==> config.mk <==
export PLATFORM = sky130hd
export DESIGN_NAME = hex_text_image_parser_unit
export DESIGN_NICKNAME = d
export VERILOG_FILES = /design/src/htip_pkg.sv /design/src/htip_ram.sv /design/src/htip_front.sv /design/src/htip_cmd_queue.sv /design/src/htip_back.sv /design/src/hex_text_image_parser_unit.sv
export SDC_FILE = /design/constraint.sdc
export NUM_CORES = 2
export LEC_CHECK = 0
export BUFFER_PORTS_ARGS = -buffer_cell sky130_fd_sc_hd__buf_4
export CORE_MARGIN = 3
export CORE_UTILIZATION = 65
export CTS_BUF_LIST = sky130_fd_sc_hd__clkbuf_16
export DETAILED_ROUTE_END_ITERATION = 12
export MAX_ROUTING_LAYER = met4
export PLACE_DENSITY_LB_ADDON = 0.2
export SLEW_MARGIN = 20
export SYNTH_ARGS = -nofsm -noshare
export SYNTH_HDL_FRONTEND = slang
export SYNTH_SLANG_ARGS = --single-unit
export TNS_END_PERCENT = 5
==> constraint.sdc <==
create_clock -name clk -period 18.57 [get_ports clk]
set_clock_uncertainty 0.2 [all_clocks]
set_input_delay 2.7855 -clock clk [delete_from_list [all_inputs] [get_ports clk]]
set_output_delay 2.7855 -clock clk [all_outputs]
set_load 0.05 [all_outputs]
==> src/htip_pkg.sv <==
// Shared types and constants of the hex text image parser.
`default_nettype none

package htip_pkg;

    localparam int MaxLineBytes  = 64;
    localparam int AddressBits   = 32;
    // Widest values that the parameters may reach; the command carries these widths.
    localparam int AddrMaxBits   = 64;
    localparam int CountMaxBits  = 9;

    localparam logic [1:0] StatusData   = 2'd0;
    localparam logic [1:0] StatusDigits = 2'd1;
    localparam logic [1:0] StatusBytes  = 2'd2;

    typedef struct packed {
        logic [7:0] char_code;
        logic       end_of_stream;
    } item_in_t;

    typedef struct packed {
        logic [1:0]  status;
        logic [31:0] byte_address;
        logic [7:0]  byte_value;
        logic        last_of_line;
    } result_t;

    // One finished line handed from the parser to the emitter.
    typedef struct packed {
        logic                     is_err;
        logic [1:0]               status;
        logic [AddrMaxBits-1:0]   addr;
        logic [CountMaxBits-1:0]  count;
        logic                     bank;
    } cmd_t;

endpackage

`default_nettype wire

==> src/htip_ram.sv <==
// Generic single-write, single-read RAM with registered read data.
`default_nettype none

module htip_ram #(
    parameter int WIDTH = 8,
    parameter int DEPTH = 128,
    localparam int AddrBits = $clog2(DEPTH)
) (
    input  wire logic                clk,
    input  wire logic                wr_en,
    input  wire logic [AddrBits-1:0] wr_addr,
    input  wire logic [WIDTH-1:0]    wr_data,
    input  wire logic                rd_en,
    input  wire logic [AddrBits-1:0] rd_addr,
    output logic      [WIDTH-1:0]    rd_data
);

    logic [WIDTH-1:0] mem [DEPTH];

    always_ff @(posedge clk)
    begin
        if (wr_en)
        begin
            mem[wr_addr] <= wr_data;
        end
    end

    always_ff @(posedge clk)
    begin
        if (rd_en)
        begin
            rd_data <= mem[rd_addr];
        end
    end

endmodule

`default_nettype wire

==> src/htip_front.sv <==
// Character classifier: tracks the line, stores data bytes and issues line commands.
`default_nettype none

module htip_front import htip_pkg::*; #(
    parameter int MAX_LINE_BYTES = MaxLineBytes,
    parameter int ADDRESS_BITS   = AddressBits,
    localparam int IdxBits = (MAX_LINE_BYTES > 1) ? $clog2(MAX_LINE_BYTES) : 1,
    localparam int CntBits = $clog2(MAX_LINE_BYTES + 1)
) (
    input  wire logic             clk,
    input  wire logic             rst_n,
    input  wire item_in_t         char_data,
    input  wire logic             char_valid,
    output logic                  char_stall,
    output cmd_t                  cmd,
    output logic                  cmd_push,
    input  wire logic             cmd_full,
    output logic                  wr_en,
    output logic [IdxBits:0]      wr_addr,
    output logic [7:0]            wr_data,
    input  wire logic             release_bank
);

    localparam logic [7:0] CharAt      = 8'h40;
    localparam logic [7:0] CharZero    = 8'h30;
    localparam logic [7:0] CharNine    = 8'h39;
    localparam logic [7:0] CharUpA     = 8'h41;
    localparam logic [7:0] CharUpF     = 8'h46;
    localparam logic [7:0] CharLowA    = 8'h61;
    localparam logic [7:0] CharLowF    = 8'h66;
    localparam logic [7:0] CharSpace   = 8'h20;
    localparam logic [7:0] CharTab     = 8'h09;
    localparam logic [7:0] CharNewline = 8'h0A;
    localparam logic [7:0] CharVtab    = 8'h0B;
    localparam logic [7:0] CharFeed    = 8'h0C;
    localparam logic [7:0] CharReturn  = 8'h0D;

    localparam logic [1:0] PhaseFirst  = 2'd0;
    localparam logic [1:0] PhaseDigits = 2'd1;
    localparam logic [1:0] PhaseTrail  = 2'd2;
    localparam logic [1:0] ErrNone     = 2'd0;
    localparam logic [1:0] BanksAll    = 2'd2;

    logic                    flag_start_reg, flag_start_next;
    logic                    flag_addr_reg, flag_addr_next;
    logic                    flag_data_reg, flag_data_next;
    logic [1:0]              phase_reg, phase_next;
    logic [ADDRESS_BITS-1:0] acc_reg, acc_next;
    logic [ADDRESS_BITS-1:0] cur_reg, cur_next;
    logic [7:0]              val_reg, val_next;
    logic [1:0]              dcnt_reg, dcnt_next;
    logic [CntBits-1:0]      lcount_reg, lcount_next;
    logic [1:0]              err_reg, err_next;
    logic                    halted_reg, halted_next;
    logic                    wbank_reg, wbank_next;
    logic [1:0]              used_reg, used_next;

    assign char_stall = !halted_reg && ((used_reg == BanksAll) || cmd_full);

    always_comb
    begin
        logic [7:0] c;
        logic       is_hex;
        logic [3:0] hv;
        logic       is_ws;
        logic       ok;
        logic       push;
        logic       eol;
        logic       inc;

        c      = char_data.char_code;
        is_hex = 1'b1;
        hv     = 4'd0;
        if (c >= CharZero && c <= CharNine)
        begin
            hv = 4'(c - CharZero);
        end
        else if (c >= CharUpA && c <= CharUpF)
        begin
            hv = 4'(c - CharUpA + 8'd10);
        end
        else if (c >= CharLowA && c <= CharLowF)
        begin
            hv = 4'(c - CharLowA + 8'd10);
        end
        else
        begin
            is_hex = 1'b0;
        end
        is_ws = (c == CharSpace) || (c == CharTab) || (c == CharNewline) ||
                (c == CharVtab) || (c == CharFeed) || (c == CharReturn);
        eol   = (c == CharNewline) || char_data.end_of_stream;
        ok    = 1'b1;
        push  = 1'b0;
        inc   = 1'b0;

        flag_start_next = flag_start_reg;
        flag_addr_next  = flag_addr_reg;
        flag_data_next  = flag_data_reg;
        phase_next      = phase_reg;
        acc_next        = acc_reg;
        cur_next        = cur_reg;
        val_next        = val_reg;
        dcnt_next       = dcnt_reg;
        lcount_next     = lcount_reg;
        err_next        = err_reg;
        halted_next     = halted_reg;
        wbank_next      = wbank_reg;

        cmd_push    = 1'b0;
        cmd.is_err  = 1'b0;
        cmd.status  = StatusData;
        cmd.addr    = AddrMaxBits'(cur_reg);
        cmd.count   = CountMaxBits'(lcount_reg);
        cmd.bank    = wbank_reg;

        wr_en   = 1'b0;
        wr_addr = {wbank_reg, lcount_reg[IdxBits-1:0]};
        wr_data = val_reg;

        if (char_valid && !char_stall && !halted_reg)
        begin
            // Address line candidate: '@', hex digits, then whitespace only.
            if (flag_addr_reg)
            begin
                priority if (flag_start_reg)
                begin
                    ok = (c == CharAt);
                end
                else if (phase_reg == PhaseFirst)
                begin
                    if (is_hex)
                    begin
                        acc_next   = ADDRESS_BITS'(hv);
                        phase_next = PhaseDigits;
                    end
                    else
                    begin
                        ok = 1'b0;
                    end
                end
                else if (phase_reg == PhaseDigits)
                begin
                    if (is_hex)
                    begin
                        acc_next = {acc_reg[ADDRESS_BITS-5:0], hv};
                    end
                    else if (is_ws)
                    begin
                        phase_next = PhaseTrail;
                    end
                    else
                    begin
                        ok = 1'b0;
                    end
                end
                else
                begin
                    ok = is_ws;
                end
                if (!ok)
                begin
                    flag_addr_next = 1'b0;
                end
            end

            // Data line candidate: values of hex digits split by whitespace.
            if (flag_data_reg)
            begin
                if (is_ws)
                begin
                    push = (dcnt_reg != 2'd0);
                end
                else if (is_hex)
                begin
                    if (dcnt_reg >= 2'd2)
                    begin
                        if (err_next == ErrNone)
                        begin
                            err_next = StatusDigits;
                        end
                    end
                    else
                    begin
                        val_next  = {val_reg[3:0], hv};
                        dcnt_next = dcnt_reg + 2'd1;
                    end
                end
                else
                begin
                    flag_data_next = 1'b0;
                end
            end

            // The line end closes a value that is still open.
            if (eol && flag_data_next && (dcnt_next != 2'd0))
            begin
                push = 1'b1;
            end

            if (push)
            begin
                wr_data = val_next;
                if (lcount_reg >= CntBits'(MAX_LINE_BYTES))
                begin
                    if (err_next == ErrNone)
                    begin
                        err_next = StatusBytes;
                    end
                end
                else
                begin
                    wr_en       = 1'b1;
                    lcount_next = lcount_reg + CntBits'(1);
                end
                val_next  = 8'd0;
                dcnt_next = 2'd0;
            end

            flag_start_next = 1'b0;

            if (eol)
            begin
                if (flag_addr_next && (phase_next != PhaseFirst))
                begin
                    cur_next = acc_next;
                end
                else if (flag_data_next)
                begin
                    if (err_next != ErrNone)
                    begin
                        cmd_push    = 1'b1;
                        cmd.is_err  = 1'b1;
                        cmd.status  = err_next;
                        halted_next = 1'b1;
                    end
                    else if (lcount_next != '0)
                    begin
                        cmd_push   = 1'b1;
                        cmd.count  = CountMaxBits'(lcount_next);
                        cur_next   = cur_reg + ADDRESS_BITS'(lcount_next);
                        wbank_next = ~wbank_reg;
                        inc        = 1'b1;
                    end
                end
                flag_start_next = 1'b1;
                flag_addr_next  = 1'b1;
                flag_data_next  = 1'b1;
                phase_next      = PhaseFirst;
                acc_next        = '0;
                val_next        = 8'd0;
                dcnt_next       = 2'd0;
                lcount_next     = '0;
                err_next        = ErrNone;
            end
        end

        unique case ({inc, release_bank})
            2'b10:   used_next = used_reg + 2'd1;
            2'b01:   used_next = used_reg - 2'd1;
            default: used_next = used_reg;
        endcase
    end

    always_ff @(posedge clk or negedge rst_n)
    begin
        if (!rst_n)
        begin
            flag_start_reg <= 1'b1;
            flag_addr_reg  <= 1'b1;
            flag_data_reg  <= 1'b1;
            phase_reg      <= PhaseFirst;
            acc_reg        <= '0;
            cur_reg        <= '0;
            val_reg        <= 8'd0;
            dcnt_reg       <= 2'd0;
            lcount_reg     <= '0;
            err_reg        <= ErrNone;
            halted_reg     <= 1'b0;
            wbank_reg      <= 1'b0;
            used_reg       <= 2'd0;
        end
        else
        begin
            flag_start_reg <= flag_start_next;
            flag_addr_reg  <= flag_addr_next;
            flag_data_reg  <= flag_data_next;
            phase_reg      <= phase_next;
            acc_reg        <= acc_next;
            cur_reg        <= cur_next;
            val_reg        <= val_next;
            dcnt_reg       <= dcnt_next;
            lcount_reg     <= lcount_next;
            err_reg        <= err_next;
            halted_reg     <= halted_next;
            wbank_reg      <= wbank_next;
            used_reg       <= used_next;
        end
    end

`ifndef SYNTHESIS
    // A bank is never handed back unless one is held by the emitter.
    a_release_held: assert property (@(posedge clk) disable iff (!rst_n)
        release_bank |-> (used_reg != 2'd0))
        else $error("bank released while none is in use");
`endif

endmodule

`default_nettype wire

==> src/htip_cmd_queue.sv <==
// Two-entry queue of line commands between the parser and the emitter.
`default_nettype none

module htip_cmd_queue import htip_pkg::*; (
    input  wire logic clk,
    input  wire logic rst_n,
    input  wire cmd_t push_cmd,
    input  wire logic push,
    input  wire logic pop,
    output cmd_t      head,
    output logic      full,
    output logic      not_empty
);

    cmd_t       entry_reg [2];
    logic       wr_ptr_reg, wr_ptr_next;
    logic       rd_ptr_reg, rd_ptr_next;
    logic [1:0] count_reg, count_next;

    assign full      = (count_reg == 2'd2);
    assign not_empty = (count_reg != 2'd0);
    assign head      = entry_reg[rd_ptr_reg];

    always_comb
    begin
        wr_ptr_next = push ? ~wr_ptr_reg : wr_ptr_reg;
        rd_ptr_next = pop ? ~rd_ptr_reg : rd_ptr_reg;
        unique case ({push, pop})
            2'b10:   count_next = count_reg + 2'd1;
            2'b01:   count_next = count_reg - 2'd1;
            default: count_next = count_reg;
        endcase
    end

    always_ff @(posedge clk)
    begin
        if (push)
        begin
            entry_reg[wr_ptr_reg] <= push_cmd;
        end
    end

    always_ff @(posedge clk or negedge rst_n)
    begin
        if (!rst_n)
        begin
            wr_ptr_reg <= 1'b0;
            rd_ptr_reg <= 1'b0;
            count_reg  <= 2'd0;
        end
        else
        begin
            wr_ptr_reg <= wr_ptr_next;
            rd_ptr_reg <= rd_ptr_next;
            count_reg  <= count_next;
        end
    end

`ifndef SYNTHESIS
    a_no_overflow: assert property (@(posedge clk) disable iff (!rst_n)
        push |-> !full)
        else $error("line command pushed into a full queue");
    a_no_underflow: assert property (@(posedge clk) disable iff (!rst_n)
        pop |-> not_empty)
        else $error("line command popped from an empty queue");
`endif

endmodule

`default_nettype wire

==> src/htip_back.sv <==
// Emitter: replays a stored line from the buffer as result transactions.
`default_nettype none

module htip_back import htip_pkg::*; #(
    parameter int MAX_LINE_BYTES = MaxLineBytes,
    parameter int ADDRESS_BITS   = AddressBits,
    localparam int IdxBits = (MAX_LINE_BYTES > 1) ? $clog2(MAX_LINE_BYTES) : 1,
    localparam int CntBits = $clog2(MAX_LINE_BYTES + 1)
) (
    input  wire logic        clk,
    input  wire logic        rst_n,
    input  wire cmd_t        cmd,
    input  wire logic        cmd_valid,
    output logic             cmd_pop,
    output logic             rd_en,
    output logic [IdxBits:0] rd_addr,
    input  wire logic [7:0]  rd_data,
    output result_t          result_data,
    output logic             result_valid,
    input  wire logic        result_stall,
    output logic             release_bank
);

    typedef enum logic [2:0] {
        B_IDLE = 3'b001,
        B_READ = 3'b010,
        B_SHOW = 3'b100
    } back_state_t;

    back_state_t             state_reg, state_next;
    logic                    err_reg, err_next;
    logic [ADDRESS_BITS-1:0] addr_reg, addr_next;
    logic [CntBits-1:0]      count_reg, count_next;
    logic [CntBits-1:0]      idx_reg, idx_next;
    logic                    bank_reg, bank_next;
    result_t                 out_reg, out_next;
    logic [CntBits-1:0]      idx_inc;
    logic [AddrMaxBits-1:0]  addr_wide;

    assign idx_inc      = idx_reg + CntBits'(1);
    assign addr_wide    = AddrMaxBits'(addr_reg);
    assign result_data  = out_reg;
    assign result_valid = (state_reg == B_SHOW);

    always_comb
    begin
        state_next   = state_reg;
        err_next     = err_reg;
        addr_next    = addr_reg;
        count_next   = count_reg;
        idx_next     = idx_reg;
        bank_next    = bank_reg;
        out_next     = out_reg;
        cmd_pop      = 1'b0;
        rd_en        = 1'b0;
        rd_addr      = {bank_reg, idx_inc[IdxBits-1:0]};
        release_bank = 1'b0;

        unique case (state_reg)
            B_IDLE:
            begin
                if (cmd_valid)
                begin
                    cmd_pop    = 1'b1;
                    err_next   = cmd.is_err;
                    addr_next  = cmd.addr[ADDRESS_BITS-1:0];
                    count_next = cmd.count[CntBits-1:0];
                    idx_next   = '0;
                    bank_next  = cmd.bank;
                    if (cmd.is_err)
                    begin
                        out_next.status       = cmd.status;
                        out_next.byte_address = cmd.addr[31:0];
                        out_next.byte_value   = 8'd0;
                        out_next.last_of_line = 1'b1;
                        state_next            = B_SHOW;
                    end
                    else
                    begin
                        rd_en      = 1'b1;
                        rd_addr    = {cmd.bank, {IdxBits{1'b0}}};
                        state_next = B_READ;
                    end
                end
            end
            B_READ:
            begin
                out_next.status       = StatusData;
                out_next.byte_address = addr_wide[31:0];
                out_next.byte_value   = rd_data;
                out_next.last_of_line = (idx_inc == count_reg);
                state_next            = B_SHOW;
            end
            B_SHOW:
            begin
                if (!result_stall)
                begin
                    if (err_reg || out_reg.last_of_line)
                    begin
                        release_bank = !err_reg;
                        state_next   = B_IDLE;
                    end
                    else
                    begin
                        idx_next   = idx_inc;
                        addr_next  = addr_reg + ADDRESS_BITS'(1);
                        rd_en      = 1'b1;
                        state_next = B_READ;
                    end
                end
            end
            default:
            begin
                state_next = B_IDLE;
            end
        endcase
    end

    always_ff @(posedge clk)
    begin
        err_reg   <= err_next;
        addr_reg  <= addr_next;
        count_reg <= count_next;
        idx_reg   <= idx_next;
        bank_reg  <= bank_next;
        out_reg   <= out_next;
    end

    always_ff @(posedge clk or negedge rst_n)
    begin
        if (!rst_n)
        begin
            state_reg <= B_IDLE;
        end
        else
        begin
            state_reg <= state_next;
        end
    end

`ifndef SYNTHESIS
    // An error result always closes its line and carries no byte.
    a_error_closes: assert property (@(posedge clk) disable iff (!rst_n)
        (result_valid && result_data.status != StatusData) |->
            (result_data.last_of_line && result_data.byte_value == 8'd0))
        else $error("error result without line close");
`endif

endmodule

`default_nettype wire

==> src/hex_text_image_parser_unit.sv <==
// Throughput: one character per clock while the command queue has room and a line bank is free.
// A data line's bytes leave one at a time: each is read from the buffer RAM (B_READ), then
// held in the output register (B_SHOW) until result_stall is low; each line first fetches
// its command from the queue in B_IDLE. An error result goes from B_IDLE straight to B_SHOW.
// Reset (rst_n, asynchronous) clears all control state; the line buffer needs no clearing.
`default_nettype none

module hex_text_image_parser_unit import htip_pkg::*; #(
    parameter int MAX_LINE_BYTES = MaxLineBytes,
    parameter int ADDRESS_BITS   = AddressBits,
    localparam int IdxBits = (MAX_LINE_BYTES > 1) ? $clog2(MAX_LINE_BYTES) : 1
) (
    input  wire logic     clk,
    input  wire logic     rst_n,
    input  wire item_in_t char_data,
    input  wire logic     char_valid,
    output logic          char_stall,
    output result_t       result_data,
    output logic          result_valid,
    input  wire logic     result_stall
);

    cmd_t             push_cmd;
    cmd_t             head_cmd;
    logic             cmd_push;
    logic             cmd_pop;
    logic             cmd_full;
    logic             cmd_ready;
    logic             wr_en;
    logic [IdxBits:0] wr_addr;
    logic [7:0]       wr_data;
    logic             rd_en;
    logic [IdxBits:0] rd_addr;
    logic [7:0]       rd_data;
    logic             release_bank;

    htip_front #(
        .MAX_LINE_BYTES(MAX_LINE_BYTES),
        .ADDRESS_BITS  (ADDRESS_BITS)
    ) u_front (
        .clk         (clk),
        .rst_n       (rst_n),
        .char_data   (char_data),
        .char_valid  (char_valid),
        .char_stall  (char_stall),
        .cmd         (push_cmd),
        .cmd_push    (cmd_push),
        .cmd_full    (cmd_full),
        .wr_en       (wr_en),
        .wr_addr     (wr_addr),
        .wr_data     (wr_data),
        .release_bank(release_bank)
    );

    htip_cmd_queue u_queue (
        .clk      (clk),
        .rst_n    (rst_n),
        .push_cmd (push_cmd),
        .push     (cmd_push),
        .pop      (cmd_pop),
        .head     (head_cmd),
        .full     (cmd_full),
        .not_empty(cmd_ready)
    );

    // Two banks: one line fills while the previous one is replayed.
    htip_ram #(
        .WIDTH(8),
        .DEPTH(2 * (2 ** IdxBits))
    ) u_line_ram (
        .clk    (clk),
        .wr_en  (wr_en),
        .wr_addr(wr_addr),
        .wr_data(wr_data),
        .rd_en  (rd_en),
        .rd_addr(rd_addr),
        .rd_data(rd_data)
    );

    htip_back #(
        .MAX_LINE_BYTES(MAX_LINE_BYTES),
        .ADDRESS_BITS  (ADDRESS_BITS)
    ) u_back (
        .clk         (clk),
        .rst_n       (rst_n),
        .cmd         (head_cmd),
        .cmd_valid   (cmd_ready),
        .cmd_pop     (cmd_pop),
        .rd_en       (rd_en),
        .rd_addr     (rd_addr),
        .rd_data     (rd_data),
        .result_data (result_data),
        .result_valid(result_valid),
        .result_stall(result_stall),
        .release_bank(release_bank)
    );

endmodule

`default_nettype wire
==> flow_metrics.py <==
metrics = {
    "pwr": {
        "p_per_area_mw_per_mm2": 147,
        "p_leak_nw": 20.5,
        "peakVddDrop_mv": 0.234,
    },
    "routing": {
        "via_count": 33400,
        "antenna_left": 0,
        "wl_per_cell_microns": 27.2,
        "first_iter_violations": 4521,
        "drc": 0,
        "via_per_inst": 6.83,
        "dr.pass1.iters": 7,
        "wirelength_microns": 133000,
    },
    "place": {
        "port_buffers": 57,
        "hpwl_microns": 79600,
        "gp_congestion": 0.914,
    },
    "yosys": {
        "ys_async_sr_fraction_pct": 7.57,
        "yosysUniqueCellTypes": 90,
        "syn-instance-count": 3717,
        "synth_area_sq_mm": 0.0544,
        "ys_ff_latch": 1308,
        "synth.top_cell.area_share_pct": 66.7,
        "yosysSeqAreaShare_pct": 71.3,
        "synth_edf_count": 1209,
        "yosysWarningCount": 0,
        "synth_top_cell_by_area": "edfxtp_1",
        "avgSynthCellArea_sq_um": 14.6,
        "synth_top_flop_cell": "edfxtp_1",
        "syn_nets": 3749,
        "synth.area.top_cells": "edfxtp_1 (67%), mux4_2 (5.3%), dfrtp_1 (4.4%), nand2_1 (3.5%), a211oi_1 (2.0%)",
    },
    "setup_path": {
        "critical-path-max-stage-delay_ns": 0.81,
        "worstPathArrival_ns": 7.30,
        "path_cells": "buf_4 -> inv_1 -> ha_1 -> nor3b_1 -> nor4_2 -> a211oi_1 -> nand4_4 -> a21oi_4 -> mux2i_1 -> inv_1 -> ha_1 -> a21o_1 -> o211ai_2 -> a211oi_2 -> a21oi_1 -> a311o_1",
        "start_kind": "input port",
        "ff2ff_path_depth": 14,
        "crit_path_end_kind": "flip-flop",
        "required_ns": 18.95,
        "crit_type": "input port to flip-flop",
        "critPathMaxFanout": 12,
        "cpMaxStageDelayCell": "a211oi_2",
    },
    "cells_and_area": {
        "syn2layout_area_growth_pct": 10.2,
        "mostFrequentLayoutCell": "edfxtp_1",
        "fin_nets": 3751,
        "largest_register_ffs": 1024,
        "layout_common_cells": "edfxtp_1 (1209), nand2_1 (510), nor2_1 (262)",
        "drive_gt1_share_pct": 12.7,
        "n_fill_cell": 5035,
        "final_util_pct": 72.6,
    },
    "sta": {
        "fin_setup_tns_ns": 0,
        "hold_viol": 0,
        "period_share_pct": 37.3,
        "setup_violations": 0,
        "max_freq_mhz": 144,
        "worst_pin_slew_ns": 1.14,
        "relSlewSlack_pct": 23.5,
        "slew_viol_final": 0,
        "period_minus_slack_ns": 6.92,
        "rsz0062_at_grt": "no",
    },
    "cts": {
        "clk_pin_slew_worst_paths_ns": 0.05,
        "hold_buffers": 0,
        "htree_levels": 4,
        "cts-root-buf": "clkbuf_16",
        "insertion_delay_ns": 0.71,
        "ctsResizeCount": 0,
        "cts_buffers": 131,
        "cts_tree": "yes",
        "post_cts_buffers": 0,
        "clockBufferDepth": 3,
        "cts_sinks": 1308,
    },
    "floorplanning": {
        "num_rows": 105,
        "pin_count": 58,
        "start_util_pct": 65.9,
        "die_x_microns": 295,
        "coreArea_sq_mm": 0.0825,
        "fp.dieH_microns": 295,
        "design.die.area_sq_mm": 0.0872,
    },
    "global_routing": {
        "grt.overflow.total": 0,
        "grt_usage_pct": 31.9,
        "antenna_found_initial": 4,
        "grt_max_degree": 193,
        "grt_pass1_wl_microns": 202000,
        "grt_pass1_vias": 32600,
    },
    "run_status": {
        "outcome": "finished, final reports clean",
    },
    "run": {
        "cap_viol_max_count": 0,
    },
    "worst_hold_path": {
        "min_path_type": "flip-flop to flip-flop",
        "min_path_cells": 1,
    },
}
-- cells by family after synthesis --
logic type / count (synthesis) / share of synthesized area (%)
flip-flops: 1308 / 71.3
AND/OR/NAND/NOR: 1187 / 9.99
AO/OA/AOI/OAI: 689 / 8.88
buffers and inverters: 265 / 1.92
multiplexers: 188 / 6.45
XOR/XNOR: 61 / 0.996
adder cells (fa/ha/maj): 19 / 0.451
-- metal layers --
metal  share of wire [%]  vias to the layer above  track usage, %
met5                   0                        -               -
met4                 2.9                        0            10.0
met3                  11                      282            6.49
met2                  46                     2193            46.6
met1                  39                    16600            46.0
li1                    -                    14300               -
-- synth_stat cells, drive strengths merged (7+ instances only) --
cell       n
edfxtp  1209
nand2    512
nor2     268
clkbuf   193
a21oi    185
and2     150
a211oi   145
mux4     128
dfrtp     95
nand3     92
a31oi     77
a311oi    74
o21ai     61
buf       44
and3      41
mux2i     41
xnor2     38
a32oi     32
nand4     32
inv       28
nor3      27
xor2      23
a22o      22
mux2      19
ha        18
nor2b     15
o211ai    12
o21a      11
nand2b    10
nor4      10
a221oi     9
and4       9
a21o       7
o31ai      7
-- path summary, 6_finish.rpt --
path / slack (ns) / from / to
min in group asynchronous: 1.83 / rst_n / u_front.phase_reg[1]
min: 0.28 / u_front.used_reg[1] / u_front.used_reg[1]
max in group asynchronous: 15.02 / rst_n / u_queue.rd_ptr_reg
max reg2reg: 12.76 / u_back.idx_reg[0] / u_line_ram.rd_data[5]
max: 11.65 / char_data[1] / u_front.cur_reg[29]
min reg2reg: 0.28 / u_front.used_reg[1] / u_front.used_reg[1]
-- cell type report --
type                    count  area [sq um]  area share, %
diodes                      4          10.0         0.0167
clock inverters           102           783           1.31
well taps                1070          1340           2.23
clock buffers             133          3330           5.55
multi-input cells        2144         14700           24.6
flip-flops and latches   1308         38800           64.7
repair buffers            106           825           1.38
inverters                  28           105          0.175
-- through the flow --
step / hold slack [ns] / power (W) / cells / area [sq um] / setup slack, ns
after floorplan: 0.240 / 0.00542 / 3717 / 54400 / 9.39
after global placement: 0.260 / 0.00619 / 4656 / 55800 / 11.16
after detailed placement: 0.262 / 0.00626 / 4656 / 55800 / 10.95
after CTS: 0.278 / 0.00879 / 4891 / 59900 / 11.69
after global routing: 0.300 / 0.00915 / 4892 / 59900 / 11.46
final: 0.280 / 0.00881 / 4895 / 59900 / 11.65
-- critical path, delay by kind of cell --
family          cells  cell delay, ns
compound gates      7            2.49
simple gates        3            0.74
fa+ha+maj           2            0.48
mux                 1            0.47
buf+inv             3            0.33
-- where the power goes --
part	leakage (nW)	total (W)	internal, W	switching [W]
sequential	13.0	0.00349	0.00338	0.000117
clock	2.15	0.00254	0.00146	0.00108
combinational	5.34	0.00278	0.000836	0.00195
No activity file was read; power rests on OpenSTA's default activity.
